<file path="config.mk">
export PLATFORM = sky130hd
export DESIGN_NAME = p_adic_valuation_rational_top
export DESIGN_NICKNAME = d
export VERILOG_FILES = /design/src/rtl/core/pav_pkg.sv /design/src/rtl/core/pav_ctrl.sv /design/src/rtl/core/pav_dp.sv /design/src/rtl/core/p_adic_valuation_rational_top.sv
export SDC_FILE = /design/constraint.sdc
export NUM_CORES = 1
export LEC_CHECK = 0
export BUFFER_PORTS_ARGS = -buffer_cell sky130_fd_sc_hd__buf_4
export CORE_MARGIN = 4
export CORE_UTILIZATION = 50
export CTS_BUF_LIST = sky130_fd_sc_hd__clkbuf_2
export DETAILED_ROUTE_END_ITERATION = 8
export PLACE_DENSITY = 0.73
export SYNTH_ARGS = -nofsm -noshare
export SYNTH_HDL_FRONTEND = slang
export SYNTH_HIERARCHICAL = 1
export SYNTH_SLANG_ARGS = --single-unit
</file>
<file path="constraint.sdc">
create_clock -name clk -period 3.6 [get_ports clk]
set_input_delay 0.36 -clock clk [delete_from_list [all_inputs] [get_ports clk]]
set_output_delay 0.36 -clock clk [all_outputs]
set_load 0.05 [all_outputs]
</file>
<file path="src/rtl/core/pav_pkg.sv">
// Package for the p-adic valuation block: widths, derived constants and the
// command/status structs shared by the controller and the datapath.
// No dependencies.
`default_nettype none

package pav_pkg;

	// Operand widths.
	localparam int VALUE_WIDTH = 32;
	localparam int BASE_WIDTH  = 16;

	// Result width and saturation limits.
	localparam int VAL_W   = 6;
	localparam int VAL_MAX = 31;
	localparam int VAL_MIN = -31;

	// Exponent counter width holds any exponent of a VALUE_WIDTH operand.
	localparam int CNT_W  = $clog2(VALUE_WIDTH + 1);
	// Bit counter for the serial divider.
	localparam int BIT_W  = $clog2(VALUE_WIDTH);
	// Signed width for the difference, wide enough for the limits too.
	localparam int DIFF_W = (CNT_W + 1 > VAL_W + 1) ? CNT_W + 1 : VAL_W + 1;

	// Commands from the controller to the datapath.
	typedef struct packed {
		logic load;      // capture a new transaction, numerator into the divider
		logic load_den;  // move the denominator into the divider
		logic div_init;  // clear remainder and bit counter
		logic div_step;  // one restoring division step
		logic accept;    // quotient becomes the next dividend, count it
		logic op_den;    // count goes to the denominator exponent
		logic finish;    // register the result and strobe it
	} pav_cmd_t;

	// Status from the datapath to the controller.
	typedef struct packed {
		logic base_small; // base is 0 or 1
		logic v_zero;     // current dividend is zero
		logic div_last;   // last step of the current division
		logic rem_nz;     // remainder of the last division is nonzero
	} pav_stat_t;

endpackage

`default_nettype wire

</file>
<file path="src/rtl/core/pav_ctrl.sv">
// Controller for the p-adic valuation block: sequences repeated divisions
// of each operand by the base. Depends on pav_pkg.
`default_nettype none

module pav_ctrl import pav_pkg::*; (
	input  wire logic      clk,
	input  wire logic      arst_n,
	input  wire logic      start,
	output logic           busy,
	input  wire pav_stat_t stat,
	output pav_cmd_t       cmd
);

	typedef enum logic [2:0] {
		S_IDLE,
		S_CHECK,
		S_DIV,
		S_EVAL,
		S_FINISH
	} state_t;

	state_t state_q;
	logic   op_den_q;

	// State register and operand select.
	always_ff @(posedge clk or negedge arst_n) begin
		if (!arst_n) begin
			state_q  <= S_IDLE;
			op_den_q <= 1'b0;
		end else begin
			unique case (state_q)
				S_IDLE: begin
					if (start) begin
						state_q  <= S_CHECK;
						op_den_q <= 1'b0;
					end
				end
				S_CHECK: begin
					if (stat.base_small) begin
						state_q <= S_FINISH;
					end else if (stat.v_zero) begin
						if (op_den_q) begin
							state_q <= S_FINISH;
						end else begin
							op_den_q <= 1'b1;
						end
					end else begin
						state_q <= S_DIV;
					end
				end
				S_DIV: begin
					if (stat.div_last) begin
						state_q <= S_EVAL;
					end
				end
				S_EVAL: begin
					if (stat.rem_nz) begin
						if (op_den_q) begin
							state_q <= S_FINISH;
						end else begin
							op_den_q <= 1'b1;
							state_q  <= S_CHECK;
						end
					end else begin
						state_q <= S_CHECK;
					end
				end
				S_FINISH: begin
					state_q <= S_IDLE;
				end
				default: begin
					state_q <= S_IDLE;
				end
			endcase
		end
	end

	assign busy = (state_q != S_IDLE);

	// Command decode from the current state and status.
	always_comb begin
		cmd        = '0;
		cmd.op_den = op_den_q;
		unique case (state_q)
			S_IDLE: begin
				cmd.load = start;
			end
			S_CHECK: begin
				if (!stat.base_small) begin
					if (stat.v_zero) begin
						cmd.load_den = !op_den_q;
					end else begin
						cmd.div_init = 1'b1;
					end
				end
			end
			S_DIV: begin
				cmd.div_step = 1'b1;
			end
			S_EVAL: begin
				if (stat.rem_nz) begin
					cmd.load_den = !op_den_q;
				end else begin
					cmd.accept = 1'b1;
				end
			end
			S_FINISH: begin
				cmd.finish = 1'b1;
			end
			default: begin
				cmd = '0;
			end
		endcase
	end

endmodule

`default_nettype wire

</file>
<file path="src/rtl/core/pav_dp.sv">
// Datapath for the p-adic valuation block: serial restoring divider,
// exponent counters and saturating result register. Depends on pav_pkg.
`default_nettype none

module pav_dp import pav_pkg::*; (
	input  wire logic                        clk,
	input  wire logic                        arst_n,
	input  wire logic [BASE_WIDTH-1:0]       prime_base,
	input  wire logic [VALUE_WIDTH-1:0]      numerator_value,
	input  wire logic [VALUE_WIDTH-1:0]      denominator_value,
	input  wire pav_cmd_t                    cmd,
	output pav_stat_t                        stat,
	output logic signed [VAL_W-1:0]          valuation,
	output logic                             base_error,
	output logic                             done
);

	logic [BASE_WIDTH-1:0]  base_q;
	logic [VALUE_WIDTH-1:0] den_q;
	logic [VALUE_WIDTH-1:0] quo_q;
	logic [BASE_WIDTH-1:0]  rem_q;
	logic [BIT_W-1:0]       bit_q;
	logic [CNT_W-1:0]       en_q;
	logic [CNT_W-1:0]       ed_q;
	logic                   done_q;

	logic [BASE_WIDTH:0]    trial;
	logic [BASE_WIDTH:0]    trial_sub;
	logic                   ge;
	logic signed [DIFF_W-1:0] diff;
	logic signed [VAL_W-1:0]  val_sat;

	// One restoring step: shift the next dividend bit into the remainder.
	assign trial     = {rem_q, quo_q[VALUE_WIDTH-1]};
	assign ge        = (trial >= {1'b0, base_q});
	assign trial_sub = trial - {1'b0, base_q};

	// Status to the controller.
	assign stat.base_small = (base_q[BASE_WIDTH-1:1] == '0);
	assign stat.v_zero     = (quo_q == '0);
	assign stat.div_last   = (bit_q == BIT_W'(VALUE_WIDTH - 1));
	assign stat.rem_nz     = (rem_q != '0);

	// Operand, divider and counter registers.
	always_ff @(posedge clk) begin
		if (cmd.load) begin
			base_q <= prime_base;
			den_q  <= denominator_value;
			quo_q  <= numerator_value;
			en_q   <= '0;
			ed_q   <= '0;
		end else begin
			if (cmd.load_den) begin
				quo_q <= den_q;
			end
			if (cmd.div_init) begin
				rem_q <= '0;
				bit_q <= '0;
			end
			if (cmd.div_step) begin
				rem_q <= ge ? trial_sub[BASE_WIDTH-1:0] : trial[BASE_WIDTH-1:0];
				quo_q <= {quo_q[VALUE_WIDTH-2:0], ge};
				bit_q <= bit_q + 1'b1;
			end
			if (cmd.accept) begin
				if (cmd.op_den) begin
					ed_q <= ed_q + 1'b1;
				end else begin
					en_q <= en_q + 1'b1;
				end
			end
		end
	end

	// Difference of the exponents, saturated to the result range.
	assign diff = $signed({{(DIFF_W - CNT_W){1'b0}}, en_q})
	            - $signed({{(DIFF_W - CNT_W){1'b0}}, ed_q});

	always_comb begin
		priority if (diff > DIFF_W'(VAL_MAX)) begin
			val_sat = VAL_W'(VAL_MAX);
		end else if (diff < DIFF_W'(VAL_MIN)) begin
			val_sat = VAL_W'(VAL_MIN);
		end else begin
			val_sat = diff[VAL_W-1:0];
		end
	end

	// Result registers; a small base forces the valuation to zero.
	always_ff @(posedge clk) begin
		if (cmd.finish) begin
			base_error <= stat.base_small;
			valuation  <= stat.base_small ? '0 : val_sat;
		end
	end

	// Result strobe.
	always_ff @(posedge clk or negedge arst_n) begin
		if (!arst_n) begin
			done_q <= 1'b0;
		end else begin
			done_q <= cmd.finish;
		end
	end

	assign done = done_q;

endmodule

`default_nettype wire

</file>
<file path="src/rtl/core/p_adic_valuation_rational_top.sv">
// Top level of the p-adic valuation block: joins controller and datapath.
// Depends on pav_pkg, pav_ctrl and pav_dp.
//
//  channel  handshake        payload
//  -------  ---------------  ---------------------------------------------
//  input    start, busy      prime_base, numerator_value, denominator_value
//  result   done (1 cycle)   valuation, base_error
//
// A transaction is taken when start is high and busy is low. Each trial division by the
// base is a check, one quotient bit per cycle and an evaluation. An operand with exponent
// e costs e + 1 divisions, a zero operand one check. The result strobe comes in the
// cycle busy falls. Reset clears only controller and strobe. The receiver cannot stall;
// a new transaction may start while done is high.
`default_nettype none

module p_adic_valuation_rational_top import pav_pkg::*; (
	input  wire logic                   clk,
	input  wire logic                   arst_n,
	input  wire logic                   start,
	output logic                        busy,
	input  wire logic [BASE_WIDTH-1:0]  prime_base,
	input  wire logic [VALUE_WIDTH-1:0] numerator_value,
	input  wire logic [VALUE_WIDTH-1:0] denominator_value,
	output logic                        done,
	output logic signed [VAL_W-1:0]     valuation,
	output logic                        base_error
);

	pav_cmd_t  cmd;
	pav_stat_t stat;

	pav_ctrl u_ctrl (
		.clk    (clk),
		.arst_n (arst_n),
		.start  (start),
		.busy   (busy),
		.stat   (stat),
		.cmd    (cmd)
	);

	pav_dp u_dp (
		.clk               (clk),
		.arst_n            (arst_n),
		.prime_base        (prime_base),
		.numerator_value   (numerator_value),
		.denominator_value (denominator_value),
		.cmd               (cmd),
		.stat              (stat),
		.valuation         (valuation),
		.base_error        (base_error),
		.done              (done)
	);

endmodule

`default_nettype wire

</file>
==> impl_metrics.yaml <==
status:
  status: "finished clean"
clock_tree:
  clk_latency_ns: 0.65
  htree_levels: 4
  cts_tree: "done"
  post_cts_resize_count: 0
  cts_setup_buffers: 0
  cts_buffers: 17
  cts_buffer_depth: 2
  cts.sinks: 125
  path_clk_slew_ns: 0.17
  cts_root_buf: "clkbuf_2"
grt:
  grt_pass1_wl_mm: 26.1
  grt_max_degree: 127
  overflow: 0
  antenna_found_initial: 1
  grt_usage_pct: 22.2
  grt_pass1_vias: 5290
synth:
  synth_cells: 581
  ys_ff_latch: 125
  ys.flop_type: "edfxtp_1"
  netlist_area_um2: 6550
  yosysWarnings: 6
  async_flop_share_pct: 4.00
  syn-num-nets: 692
  syn_area_per_cell_um2: 11.3
  synth_enable_flop_cells: 108
  synth_cell_type_count: 74
  synth-seq-area-share_pct: 55.1
worst_setup_path:
  endpoint_kind: "flop"
  critPathSlowestCell: "nor4_1"
  startpoint_type: "flop"
  crit_required_ns: 3.95
  critPathKind: "flop to flop"
  path_cells: "nor4_1 > and4_1 > nor2_1 > a22oi_1 > nor3_1 > or3_1 > buf_4"
  arrival_ns: 3.22
  critPathMaxStageDelay_ns: 0.57
  cp_max_fo: 32
layout:
  drive_above_1_share_pct: 18.7
  syn_to_final_growth_pct: 28.6
  multiInputGateArea_um2: 2700
  final_cells: 938
  final_common_cell: "edfxtp_1"
  mostFrequentLayoutCells: "108 x edfxtp_1, 94 x buf_4, 82 x dlygate4sd3_1, 54 x nand2_1, 53 x o21ai_0"
  nNetsFinal: 863
  fillers: 948
  final-seq-area_um2: 3610
  fin_area_um2: 8430
timing:
  tns_ns: 0
  drv_slew: 0
  fin_ws_ns: 0.728
  slew_headroom_pct: 29.8
  finalCritPeriodShare_pct: 79.8
  timing.fmax_mhz: 348
  grt_setup_unrepaired: "false"
  period_minus_slack_ns: 2.87
  clock_skew_ns: 0.0341
  hold_viol: 0
  worstMarginPinSlew_ns: 1.05
  setup_violations: 0
drt:
  wirelength_mm: 16.2
  drt-wirelength-per-cell_um: 17.3
  dr_total_vias: 5248
  ant_nets: 0
  dr.pass1.iters: 5
  drc: 0
  first_iter_violations: 546
  viasPerCell: 5.59
die:
  rows: 41
  core-area_um2: 12700
  die_width_um: 122
  dieArea_um2: 15000
  die_height_um: 122
  num_io_pins: 92
  initial_core_util_pct: 51.5
placed_design:
  placed_area_um2: 7370
  dpl.cell_count: 823
  place.gp.congestion: 0.924
  port_buffers: 91
  dp_hpwl_mm: 10.4
  pre_cts_slack_ns: 0.850
job:
  maxCapViolations: 0
pwr:
  peakVddDrop_v: 0.000336
  p_leak_nw: 3.26
  power.density_nw_per_um2: 761
hold_path:
  hold_path_class: "input pin to flop"
-- synth_stat cells (3+ instances only) --
cell type | n | area, µm²
a211oi_1 | 5 | 37.5
a21o_1 | 4 | 30.0
a21oi_1 | 22 | 110
a311oi_1 | 5 | 43.8
and2_1 | 5 | 31.3
and3_1 | 4 | 25.0
buf_2 | 3 | 15.0
clkbuf_1 | 17 | 63.8
dfrtp_1 | 5 | 125
dfxtp_1 | 12 | 240
edfxtp_1 | 108 | 3240
ha_1 | 26 | 325
inv_1 | 31 | 116
mux2i_1 | 34 | 340
nand2_1 | 54 | 203
nand2b_1 | 3 | 18.8
nand3_1 | 18 | 90.1
nand4_1 | 9 | 56.3
nor2_1 | 37 | 139
nor2b_1 | 4 | 25.0
nor3_1 | 11 | 55.1
nor4_1 | 15 | 93.8
o211ai_1 | 7 | 52.6
o21a_1 | 4 | 30.0
o21ai_0 | 53 | 265
or3_1 | 6 | 37.5
xnor2_1 | 10 | 87.6
xor2_1 | 8 | 70.1
-- flip-flops by register name (all words and copies together), names as in the netlist --
| signal | count |
|---|---|
| u_ctrl/state_q | 3 |
| u_dp/bit_q | 5 |
| u_dp/den_q | 32 |
| u_dp/ed_q | 6 |
| u_dp/valuation | 6 |
| u_dp/quo_q | 32 |
| u_dp/base_error | 1 |
| u_dp/rem_q | 16 |
| u_dp/base_q | 16 |
| u_dp/done | 1 |
| u_ctrl/op_den_q | 1 |
| u_dp/en_q | 6 |
-- power breakdown --
| part | switching, mW | internal, mW |
|---|---|---|
| registers | 0.335 | 2.33 |
| logic | 1.77 | 1.11 |
| clock network | 0.485 | 0.385 |
| total | 2.59 | 3.83 |
-- cells by family (layout without fill, tap and decap cells) --
family	Yosys count	count (layout)	share of synthesized area (%)
xor gates and xnor gates	18	18	2.41
muxes	34	34	5.19
other	0	1	0
and+or+nand+nor	183	183	14.0
buffers and inverters	57	241	3.82
DFF	125	125	55.1
adders and majority gates	28	28	5.57
AOI/OAI and AO/OA	136	136	13.9
-- cell type report --
class,instances,area share [%]
Antenna cell,1,0.0297
Tap cell,172,2.55
Timing Repair Buffer,177,18.4
Sequential cell,125,42.8
Multi-Input combinational cell,399,32.1
Inverter,32,1.43
Clock buffer,21,1.25
Clock inverter,11,1.49
-- critical path: cells and delay by family, from the launching register on --
kind,cells,cell delay (ns)
AO/OA/AOI/OAI,1,0.22
buffers and inverters,1,0.27
flip-flops,1,0.51
AND/OR/NAND/NOR,5,1.57
-- per-stage QoR --
stage | hold slack [ns] | power (mW) | utilization [%]
finish | 0.138 | 6.41 | 66.2
global route | 0.0528 | 6.83 | 66.2
CTS | 0.0473 | 6.39 | 66.2
detailed placement | 0.168 | 5.43 | 57.9
global placement | 0.168 | 5.39 | 57.9
floorplan | 0.0644 | 4.72 | -
-- worst paths after layout --
kind | to | from | slack, ns | cells after the start
setup reg to reg | u_dp/quo_q[1] | u_dp/base_q[1] | 0.73 | 7
hold / removal | u_ctrl/op_den_q | start | 0.14 | 4
min in group asynchronous | u_dp/done | arst_n | 0.67 | 3
hold reg to reg | u_dp/en_q[5] | u_dp/en_q[5] | 0.51 | 2
max in group asynchronous | u_ctrl/state_q[1] | arst_n | 2.72 | 3
setup / recovery | u_dp/quo_q[1] | u_dp/base_q[1] | 0.73 | 7
-- per-layer routing --
layer	up-vias	share of wire [%]	global-route usage (%)
met5	-	0	0
met4	0	1.7	6.58
met3	26	7.0	5.90
met2	228	50	37.5
met1	2466	41	28.0
li1	2528	-	-
-- repair_timing --
item / 4_1_cts / 5_1_grt
endpoints found under the hold margin: 85 / 0
setup endpoints to repair: 0 / 0
hold buffers: 82 / 0
Power figures use the tool's default switching activity.
